===== src/rtl/asm_lex_pkg.sv =====
package asm_lex_pkg;

  localparam int LINE_BITS_DEFAULT   = 16;
  localparam int COLUMN_BITS_DEFAULT = 12;
  localparam int LINE_OUT_BITS       = 16;
  localparam int COLUMN_OUT_BITS     = 12;

  localparam logic [7:0] CH_NEWLINE = 8'h0A;
  localparam logic [7:0] CH_TAB     = 8'h09;
  localparam logic [7:0] CH_SPACE   = 8'h20;
  localparam logic [7:0] CH_HASH    = 8'h23;
  localparam logic [7:0] CH_DOLLAR  = 8'h24;
  localparam logic [7:0] CH_LPAREN  = 8'h28;
  localparam logic [7:0] CH_RPAREN  = 8'h29;
  localparam logic [7:0] CH_COMMA   = 8'h2C;
  localparam logic [7:0] CH_PERIOD  = 8'h2E;
  localparam logic [7:0] CH_COLON   = 8'h3A;

  typedef enum logic [1:0] {
    KIND_WORD_CHAR = 2'd0,
    KIND_WORD_END  = 2'd1,
    KIND_SYMBOL    = 2'd2,
    KIND_ILLEGAL   = 2'd3
  } event_kind_t;

  typedef struct packed {
    event_kind_t                  kind;
    logic [7:0]                   ch;
    logic [LINE_OUT_BITS-1:0]     line;
    logic [COLUMN_OUT_BITS-1:0]   column;
    logic                         last;
  } lex_event_t;

  function automatic logic is_symbol(input logic [7:0] c);
    return (c == CH_LPAREN) || (c == CH_RPAREN) || (c == CH_DOLLAR) ||
           (c == CH_COMMA) || (c == CH_COLON) || (c == CH_PERIOD);
  endfunction

  function automatic logic is_word_char(input logic [7:0] c);
    return ((c >= 8'h30) && (c <= 8'h39)) ||
           ((c >= 8'h41) && (c <= 8'h5A)) ||
           ((c >= 8'h61) && (c <= 8'h7A));
  endfunction

endpackage


===== src/rtl/assembly_source_lexer.sv =====
// Assembly source lexer.
// Input channel: byte_in / end_of_input with byte_valid / byte_stall. One
// source byte per word; end_of_input flushes an open word.
// Output channel: event_kind, char_out, line_out, column_out, last_of_run
// with event_valid / event_stall. Each input word yields zero, one or two
// events; last_of_run marks the final event of an input word.
// An event is written into a four-entry event queue when its input word is
// accepted, and the outputs show the head of that queue.
// Throughput: one input word per cycle while byte_stall is low. Events leave
// one per cycle while event_stall is low; byte_stall rises while more than
// two entries are held. When the receiver stalls, the queue fills and then
// the input is stalled; nothing is dropped.
// After an illegal character the block takes input words but yields no
// events until reset.
// Reset (rst, synchronous, active high) empties the queue and returns the
// position to line 1, column 1 with no word or comment open.
module assembly_source_lexer #(
  parameter int LINE_BITS   = asm_lex_pkg::LINE_BITS_DEFAULT,
  parameter int COLUMN_BITS = asm_lex_pkg::COLUMN_BITS_DEFAULT
) (
  input  logic        clk,
  input  logic        rst,
  input  logic        byte_valid,
  output logic        byte_stall,
  input  logic [7:0]  byte_in,
  input  logic        end_of_input,
  output logic        event_valid,
  input  logic        event_stall,
  output logic [1:0]  event_kind,
  output logic [7:0]  char_out,
  output logic [15:0] line_out,
  output logic [11:0] column_out,
  output logic        last_of_run
);

  localparam int LOB = asm_lex_pkg::LINE_OUT_BITS;
  localparam int COB = asm_lex_pkg::COLUMN_OUT_BITS;

  logic                   in_comment, in_comment_next;
  logic                   word_open, word_open_next;
  logic                   halted, halted_next;
  logic [LINE_BITS-1:0]   cur_line, cur_line_next;
  logic [COLUMN_BITS-1:0] cur_col, cur_col_next;
  logic [LINE_BITS-1:0]   ws_line, ws_line_next;
  logic [COLUMN_BITS-1:0] ws_col, ws_col_next;

  asm_lex_pkg::lex_event_t fifo [4];
  logic [1:0] wr_ptr, rd_ptr;
  logic [2:0] count;

  logic       accept, pop;
  logic       emit_end, emit_tok;
  logic [1:0] push_n;
  asm_lex_pkg::lex_event_t ev_end, ev_tok, slot0, slot1;

  logic [LINE_BITS+LOB-1:0]   cur_line_ext, ws_line_ext, st_line_ext;
  logic [COLUMN_BITS+COB-1:0] cur_col_ext, ws_col_ext, st_col_ext;
  logic [LINE_BITS-1:0]       st_line;
  logic [COLUMN_BITS-1:0]     st_col;

  assign byte_stall  = (count > 3'd2);
  assign accept      = byte_valid && !byte_stall;
  assign event_valid = (count != 3'd0);
  assign pop         = event_valid && !event_stall;

  assign cur_line_ext = {{LOB{1'b0}}, cur_line};
  assign cur_col_ext  = {{COB{1'b0}}, cur_col};
  assign ws_line_ext  = {{LOB{1'b0}}, ws_line};
  assign ws_col_ext   = {{COB{1'b0}}, ws_col};
  assign st_line      = word_open ? ws_line : cur_line;
  assign st_col       = word_open ? ws_col : cur_col;
  assign st_line_ext  = {{LOB{1'b0}}, st_line};
  assign st_col_ext   = {{COB{1'b0}}, st_col};

  always_comb begin
    logic bump;
    bump            = 1'b0;
    in_comment_next = in_comment;
    word_open_next  = word_open;
    halted_next     = halted;
    cur_line_next   = cur_line;
    cur_col_next    = cur_col;
    ws_line_next    = ws_line;
    ws_col_next     = ws_col;
    emit_end        = 1'b0;
    emit_tok        = 1'b0;

    ev_end.kind   = asm_lex_pkg::KIND_WORD_END;
    ev_end.ch     = 8'h00;
    ev_end.line   = ws_line_ext[LOB-1:0];
    ev_end.column = ws_col_ext[COB-1:0];
    ev_end.last   = 1'b0;

    ev_tok.kind   = asm_lex_pkg::KIND_SYMBOL;
    ev_tok.ch     = byte_in;
    ev_tok.line   = cur_line_ext[LOB-1:0];
    ev_tok.column = cur_col_ext[COB-1:0];
    ev_tok.last   = 1'b1;

    if (accept && !halted) begin
      if (end_of_input) begin
        emit_end       = word_open;
        word_open_next = 1'b0;
      end else if (byte_in == asm_lex_pkg::CH_NEWLINE) begin
        emit_end        = word_open;
        word_open_next  = 1'b0;
        in_comment_next = 1'b0;
        if (cur_line != {LINE_BITS{1'b1}}) begin
          cur_line_next = cur_line + 1'b1;
        end
        cur_col_next = {{(COLUMN_BITS-1){1'b0}}, 1'b1};
      end else if (in_comment) begin
        bump = 1'b1;
      end else if (byte_in == asm_lex_pkg::CH_HASH) begin
        in_comment_next = 1'b1;
        bump            = 1'b1;
      end else if (byte_in == asm_lex_pkg::CH_SPACE || byte_in == asm_lex_pkg::CH_TAB) begin
        emit_end       = word_open;
        word_open_next = 1'b0;
        bump           = 1'b1;
      end else if (asm_lex_pkg::is_symbol(byte_in)) begin
        emit_end       = word_open;
        word_open_next = 1'b0;
        emit_tok       = 1'b1;
        bump           = 1'b1;
      end else if (asm_lex_pkg::is_word_char(byte_in)) begin
        word_open_next = 1'b1;
        ws_line_next   = st_line;
        ws_col_next    = st_col;
        emit_tok       = 1'b1;
        ev_tok.kind    = asm_lex_pkg::KIND_WORD_CHAR;
        ev_tok.line    = st_line_ext[LOB-1:0];
        ev_tok.column  = st_col_ext[COB-1:0];
        bump           = 1'b1;
      end else begin
        emit_tok    = 1'b1;
        ev_tok.kind = asm_lex_pkg::KIND_ILLEGAL;
        halted_next = 1'b1;
      end
      if (bump && cur_col != {COLUMN_BITS{1'b1}}) begin
        cur_col_next = cur_col + 1'b1;
      end
    end

    ev_end.last = !emit_tok;
    slot0       = emit_end ? ev_end : ev_tok;
    slot1       = ev_tok;
    push_n      = {1'b0, emit_end} + {1'b0, emit_tok};
  end

  always_ff @(posedge clk) begin
    if (rst) begin
      in_comment <= 1'b0;
      word_open  <= 1'b0;
      halted     <= 1'b0;
      cur_line   <= {{(LINE_BITS-1){1'b0}}, 1'b1};
      cur_col    <= {{(COLUMN_BITS-1){1'b0}}, 1'b1};
      ws_line    <= {{(LINE_BITS-1){1'b0}}, 1'b1};
      ws_col     <= {{(COLUMN_BITS-1){1'b0}}, 1'b1};
      wr_ptr     <= 2'd0;
      rd_ptr     <= 2'd0;
      count      <= 3'd0;
    end else begin
      in_comment <= in_comment_next;
      word_open  <= word_open_next;
      halted     <= halted_next;
      cur_line   <= cur_line_next;
      cur_col    <= cur_col_next;
      ws_line    <= ws_line_next;
      ws_col     <= ws_col_next;
      wr_ptr     <= wr_ptr + push_n;
      rd_ptr     <= rd_ptr + {1'b0, pop};
      count      <= count + {1'b0, push_n} - {2'b00, pop};
    end
  end

  always_ff @(posedge clk) begin
    if (push_n != 2'd0) begin
      fifo[wr_ptr] <= slot0;
    end
    if (push_n == 2'd2) begin
      fifo[wr_ptr + 2'd1] <= slot1;
    end
  end

  assign event_kind  = fifo[rd_ptr].kind;
  assign char_out    = fifo[rd_ptr].ch;
  assign line_out    = fifo[rd_ptr].line;
  assign column_out  = fifo[rd_ptr].column;
  assign last_of_run = fifo[rd_ptr].last;

  a_count_bound: assert property (@(posedge clk) disable iff (rst)
    count <= 3'd4)
    else $error("event queue count out of range");

  a_halt_after_illegal: assert property (@(posedge clk) disable iff (rst)
    (accept && !halted && emit_tok && ev_tok.kind == asm_lex_pkg::KIND_ILLEGAL) |=> halted)
    else $error("illegal character did not halt the lexer");

  a_halted_silent: assert property (@(posedge clk) disable iff (rst)
    halted |-> (push_n == 2'd0))
    else $error("event pushed while halted");

  a_word_end_char: assert property (@(posedge clk) disable iff (rst)
    (event_valid && event_kind == asm_lex_pkg::KIND_WORD_END) |-> (char_out == 8'h00))
    else $error("word end carries a character");

endmodule


===== config.mk =====
export PLATFORM = sky130hd
export DESIGN_NAME = assembly_source_lexer
export DESIGN_NICKNAME = d
export VERILOG_FILES = /design/src/rtl/asm_lex_pkg.sv /design/src/rtl/assembly_source_lexer.sv
export SDC_FILE = /design/constraint.sdc
export NUM_CORES = 1
export LEC_CHECK = 0
export BUFFER_PORTS_ARGS = -buffer_cell sky130_fd_sc_hd__buf_2
export CORE_MARGIN = 2
export CORE_UTILIZATION = 35
export DETAILED_ROUTE_END_ITERATION = 10
export GPL_TIMING_DRIVEN = 0
export PLACE_DENSITY = 0.57
export REMOVE_ABC_BUFFERS = 1
export SYNTH_ARGS = -nofsm -noshare
export SYNTH_HDL_FRONTEND = slang
export SYNTH_SLANG_ARGS = --single-unit

===== constraint.sdc =====
create_clock -name clk -period 12.5 [get_ports clk]
set_input_delay 2.5 -clock clk [delete_from_list [all_inputs] [get_ports clk]]
set_output_delay 2.5 -clock clk [all_outputs]
set_load 0.01 [all_outputs]

Yosys cells after proc, flatten, opt, wreduce, memory -nomap -nowiden
Memory sizes are Yosys's and may differ from the RTL's. A register that Yosys moved wholly into a read port is not among the register bits.
Cells that the tools add are included.
{"block": "word_totals", "regBits": 66, "ramBits": 156, "output_inout_bits": 41, "memories": 1}
{"name": "fifo", "depth": 4, "word_bits": 39, "rd": 1, "rd_ports_with_merged_regs": 1, "wr": 2, "line": "assembly_source_lexer.sv:47", "text": "asm_lex_pkg::lex_event_t fifo [4];"}
{"block": "classes", "addsub": 8, "order_cmp": 7, "eq_ne": 16, "muxes": 58, "bitwise": 7, "reduce_logical": 29}
{"operator": "28-bit 2-to-1 mux", "count": 8}
{"operator": "8-bit by 6-bit == test with 1-bit output, second input constant", "count": 8}
{"operator": "12-bit 2-to-1 mux", "count": 4}
{"operator": "39-bit 2-to-1 mux", "count": 1}
{"operator": "1-bit 2-to-1 mux", "count": 35}
{"operator": "2-bit 2-to-1 mux", "count": 9}
{"operator": "16-bit by 1-bit adder with 16-bit output, second input constant", "count": 1}
{"operator": "8-bit by 4-bit == test with 1-bit output, second input constant", "count": 2}
{"operator": "8-bit by 7-bit greater-or-equal comparator with 1-bit output, second input constant", "count": 2}
{"operator": "8-bit by 7-bit <= comparator with 1-bit output, second input constant", "count": 2}
{"operator": "16-bit 2-to-1 mux", "count": 1}
{"operator": "16-bit != test, second input constant", "count": 1}
{"operator": "8-bit AND reduction", "count": 2}
{"operator": "12-bit by 1-bit adder with 12-bit output, second input constant", "count": 1}
{"operator": "12-bit != test, second input constant", "count": 1}
{"operator": "8-bit by 6-bit greater-or-equal comparator with 1-bit output, second input constant", "count": 1}
{"operator": "8-bit by 6-bit <= comparator with 1-bit output, second input constant", "count": 1}
{"operator": "1-bit logical OR", "count": 8}
{"operator": "4-bit AND reduction", "count": 2}
{"operator": "1-bit logical AND", "count": 7}
{"operator": "1-bit NOT", "count": 7}
{"operator": "5-bit nonzero test", "count": 1}
{"operator": "1-bit logical NOT", "count": 4}
{"operator": "2-bit nonzero test", "count": 2}
{"operator": "14 further kinds", "count": 14}

Longest topological paths before layout
{"block": "logic_depth", "ltp_word": 17, "depth_mapped": 18}

Least setup slack after synthesis
No wires, ideal clock.
{"block": "synth_path", "path_kind": "input to register", "start": "in byte_in[2]", "end": "mem fifo[2][24] in the netlist's numbering, data pin", "setup_time_ns": 0.142, "t_arrival_ns": 7.711, "required_ns": 12.358, "setup_slack_ns": 4.648, "cell_stages": 17, "cell_sequence": "buf_6 > and4bb_2 > mux2i_1 > a211o_1 > and2_1 > buf_6 > nor2_1 > inv_1 > ha_1 > or2_2 > clkbuf_1 > mux2i_1 > and3_1 > buf_2 > clkbuf_1 > o21ai_1 > o21ai_2"}
{"item": "start, declared", "line": "assembly_source_lexer.sv:25", "text": "input logic [7:0] byte_in,"}
{"item": "end, declared", "line": "assembly_source_lexer.sv:47"}

==> results.py <==
metrics = {
    "clock_tree": {
        "numCtsBuffers": 25,
        "cts_buffer_depth": 3,
        "cts_resized": 0,
        "h-tree-depth": 1,
        "clkTransAtPathRegs_ns": 0.06,
        "root_buffer": "clkbuf_16",
        "post-cts-setup-buffer-count": 0,
        "clock_latency_ns": 0.54,
        "clock_sinks": 222,
        "hold_buffers": 0,
        "cts_tree": "done",
    },
    "sta": {
        "tns_ns": 0,
        "fmax_ghz": 0.150,
        "skew_ns": 0.0213,
        "finalHoldViolCount": 0,
        "relSlewSlack_pct": -0.843,
        "fin_crit_sh_pct": 53.2,
        "slew_viol_final": 29,
        "tightest_slew_ns": 1.51,
        "min_period_ns": 6.66,
        "grt_setup_unrepaired": "no",
        "setup_viol": 0,
    },
    "worst_setup_path": {
        "reg2reg_from": "count[0]$_SDFF_PP0_",
        "crit_arrival_ns": 7.00,
        "crit_start": "byte_in[2]",
        "crit_type": "input pin to flop",
        "cp-end-kind": "flop",
        "max_stage_delay_ns": 1.27,
        "endpoint": "fifo[2][6]$_DFFE_PP_",
        "critical_path_required_ns": 12.84,
        "cpMostUsedCell": "o21ai_0",
        "start_kind": "input pin",
        "rr_worst_depth": 10,
        "path_depth": 13,
        "cp_max_fo": 28,
        "rrSetupSlack_ns": 7.75,
        "cpMaxStageDelayCell": "and3_1",
        "cp.buffers_inverters": 2,
        "r2r_end": "fifo[2][6]$_DFFE_PP_",
        "path_cells": "buf_2 > and4bb_2 > mux2i_1 > a211o_1 > and2_1 > nor2_1 > inv_1 > ha_1 > or2_2 > mux2i_4 > and3_1 > o21ai_0 > o21ai_0",
        "critPathTopFamily": "simple AND/OR/NAND/NOR gates",
    },
    "floorplan": {
        "start_util_pct": 35.4,
        "io_pins": 54,
        "dieWidth_um": 180,
        "die_height_um": 180,
        "design.core.area_um2": 30500,
        "die_area_um2": 32300,
        "rows": 64,
    },
    "synth": {
        "synthTopCellsByArea": "edfxtp_1 42%, dfxtp_1 13%, mux4_2 8.1%",
        "synth-edff-count": 152,
        "ys_top_cells_by_count": "152 x edfxtp_1, 100 x nand2_1, 70 x dfxtp_1",
        "ys_seq_area_share_pct": 55.2,
        "yosysUniqueCellTypes": 61,
        "async_reset_ff_share_pct": 0,
        "yosys.area.top_type_share_pct": 42.3,
        "syn_area_um2": 10800,
        "syn_area_per_cell_um2": 12.0,
        "synth-seq-cells": 222,
        "syn_inst": 901,
        "ys.flop_type": "edfxtp_1",
        "yosysMostFrequentCell": "edfxtp_1",
        "synth_top_cell_by_area": "edfxtp_1",
        "yosysWarnings": 0,
    },
    "power_and_ir_drop": {
        "leakage_nw": 4.08,
        "power_density_nw_per_um2": 165,
        "ir_drop_v": 0.0000919,
        "p_total_mw": 2.03,
    },
    "placed_design": {
        "dp.cells": 1281,
        "post-dp-hpwl_um": 16100,
        "post_dp_cell_area_um2": 11400,
        "io_buffers": 53,
        "gp_congestion": 0.764,
    },
    "routing": {
        "wl_um": 27600,
        "drtAntennaViolNets": 0,
        "vias_per_cell": 5.68,
        "dr_total_vias": 7542,
        "wire_per_inst_um": 20.8,
        "dr.pass1.iters": 6,
        "initialDrtViolationCount": 845,
        "drc": 0,
    },
    "global_routing": {
        "grt_pass1_wl_um": 42700,
        "grt_pass1_vias": 7474,
        "grt_overflow": 0,
        "antenna_found_initial": 0,
        "grt_max_degree": 88,
        "track_usage_pct": 16.8,
    },
    "final_layout": {
        "drive_above_1_share_pct": 18.8,
        "layoutNonFillerInstCount": 1328,
        "final_util_pct": 40.3,
        "fin_nets": 937,
        "stdcell_area_um2": 12300,
        "antenna_cells": 0,
        "area_growth_pct": 13.9,
    },
    "hold_path": {
        "holdCritStartpoint": "halted$_SDFFE_PP0P_",
        "hold_class": "flop to flop",
    },
    "status": {
        "violations": "capacitance limit, slew limit",
        "status": "finished with violations",
    },
    "run": {
        "drv_cap": 1,
    },
}
## flip-flops by register name (all words and copies together) (netlist names)
register,flops
count,3
cur_col,12
cur_line,16
fifo,156
halted,1
in_comment,1
rd_ptr,2
word_open,1
wr_ptr,2
ws_col,12
ws_line,16
## cell families (layout without fill, tap and decap cells)
logic type | Yosys count | after routing | synth area share (%)
compound gates | 230 | 230 | 16.0
flops | 222 | 222 | 55.2
xor+xnor | 21 | 21 | 1.70
simple gates | 268 | 268 | 12.1
mux | 43 | 43 | 8.51
buf+inv | 106 | 137 | 5.14
fa+ha+maj | 11 | 11 | 1.34
## per-layer routing
layer	track usage [%]	vias to the layer above	wire length, um
li1	-	3466	-
met1	21.5	3721	11400
met2	29.2	289	13800
met3	2.67	66	1700
met4	4.85	0	779
met5	0	-	0
## worst register-to-register path, stage by stage (launching register included)
cell and delay [ns]:
dfxtp_1 0.32, a21oi_1 0.36, nand3b_1 0.34, and4b_1 0.58, inv_1 0.15, ha_1 0.26, or2_2 0.38, mux2i_4 0.50
and3_1 1.28, o21ai_0 0.24, o21ai_0 0.16
## metrics by stage
| step | worst slack (ns) | hold slack [ns] |
|---|---|---|
| final | 5.84 | 0.456 |
| after floorplan | 4.68 | 0.420 |
| after global routing | 5.62 | 0.490 |
| after global placement | 1.08 | 0.437 |
| after detailed placement | 5.37 | 0.441 |
| after CTS | 5.90 | 0.450 |
## placed cells by master (no fill, tap or decap), types with 3 or more instances in the layout
cell / count
o21ai_2: 4
clkbuf_1: 5
nor2_1: 59
inv_1: 22
o21ai_0: 29
buf_16: 5
o2bb2ai_1: 28
xor2_1: 14
buf_2: 53
buf_12: 5
o22ai_4: 3
o21ai_1: 30
buf_6: 3
xnor2_1: 7
or3_1: 5
and2_1: 21
clkbuf_16: 25
ha_1: 10
edfxtp_1: 152
a21oi_1: 49
nor3_1: 8
mux4_2: 39
mux2i_1: 3
bufinv_16: 5
inv_2: 3
nand3_1: 17
and3_1: 8
a32o_1: 56
a22oi_1: 3
nand2b_1: 4
or4_1: 6
a31oi_1: 5
nand4_1: 14
nand2_1: 100
dfxtp_1: 68
o31ai_1: 6
clkinv_2: 4
nor2b_1: 9
## how the worst min path moves through the flow
stage / endpoint / slack, ns / cells past startpoint
finish: halted$_SDFFE_PP0P_ / 0.46 / 2
global route: halted$_SDFFE_PP0P_ / 0.49 / 2
CTS: halted$_SDFFE_PP0P_ / 0.45 / 2
detailed placement: halted$_SDFFE_PP0P_ / 0.44 / 2
global placement: halted$_SDFFE_PP0P_ / 0.44 / 2
floorplan: halted$_SDFFE_PP0P_ / 0.42 / 2
## final cells by class
type,instances,area (um^2)
fill,2853,18200
clock inverter,14,213
timing repair buffer,66,537
multi-input combinational,573,4310
inverter,25,93.8
sequential,222,5970
tap,396,495
clock buffer,32,672
## report_power, final
part	switching, mW	total, mW	internal, mW
logic	0.212	0.384	0.172
registers	0.0325	0.867	0.835
clock network	0.298	0.782	0.485
total	0.542	2.03	1.49
No activity file was read; power rests on OpenSTA's default activity.
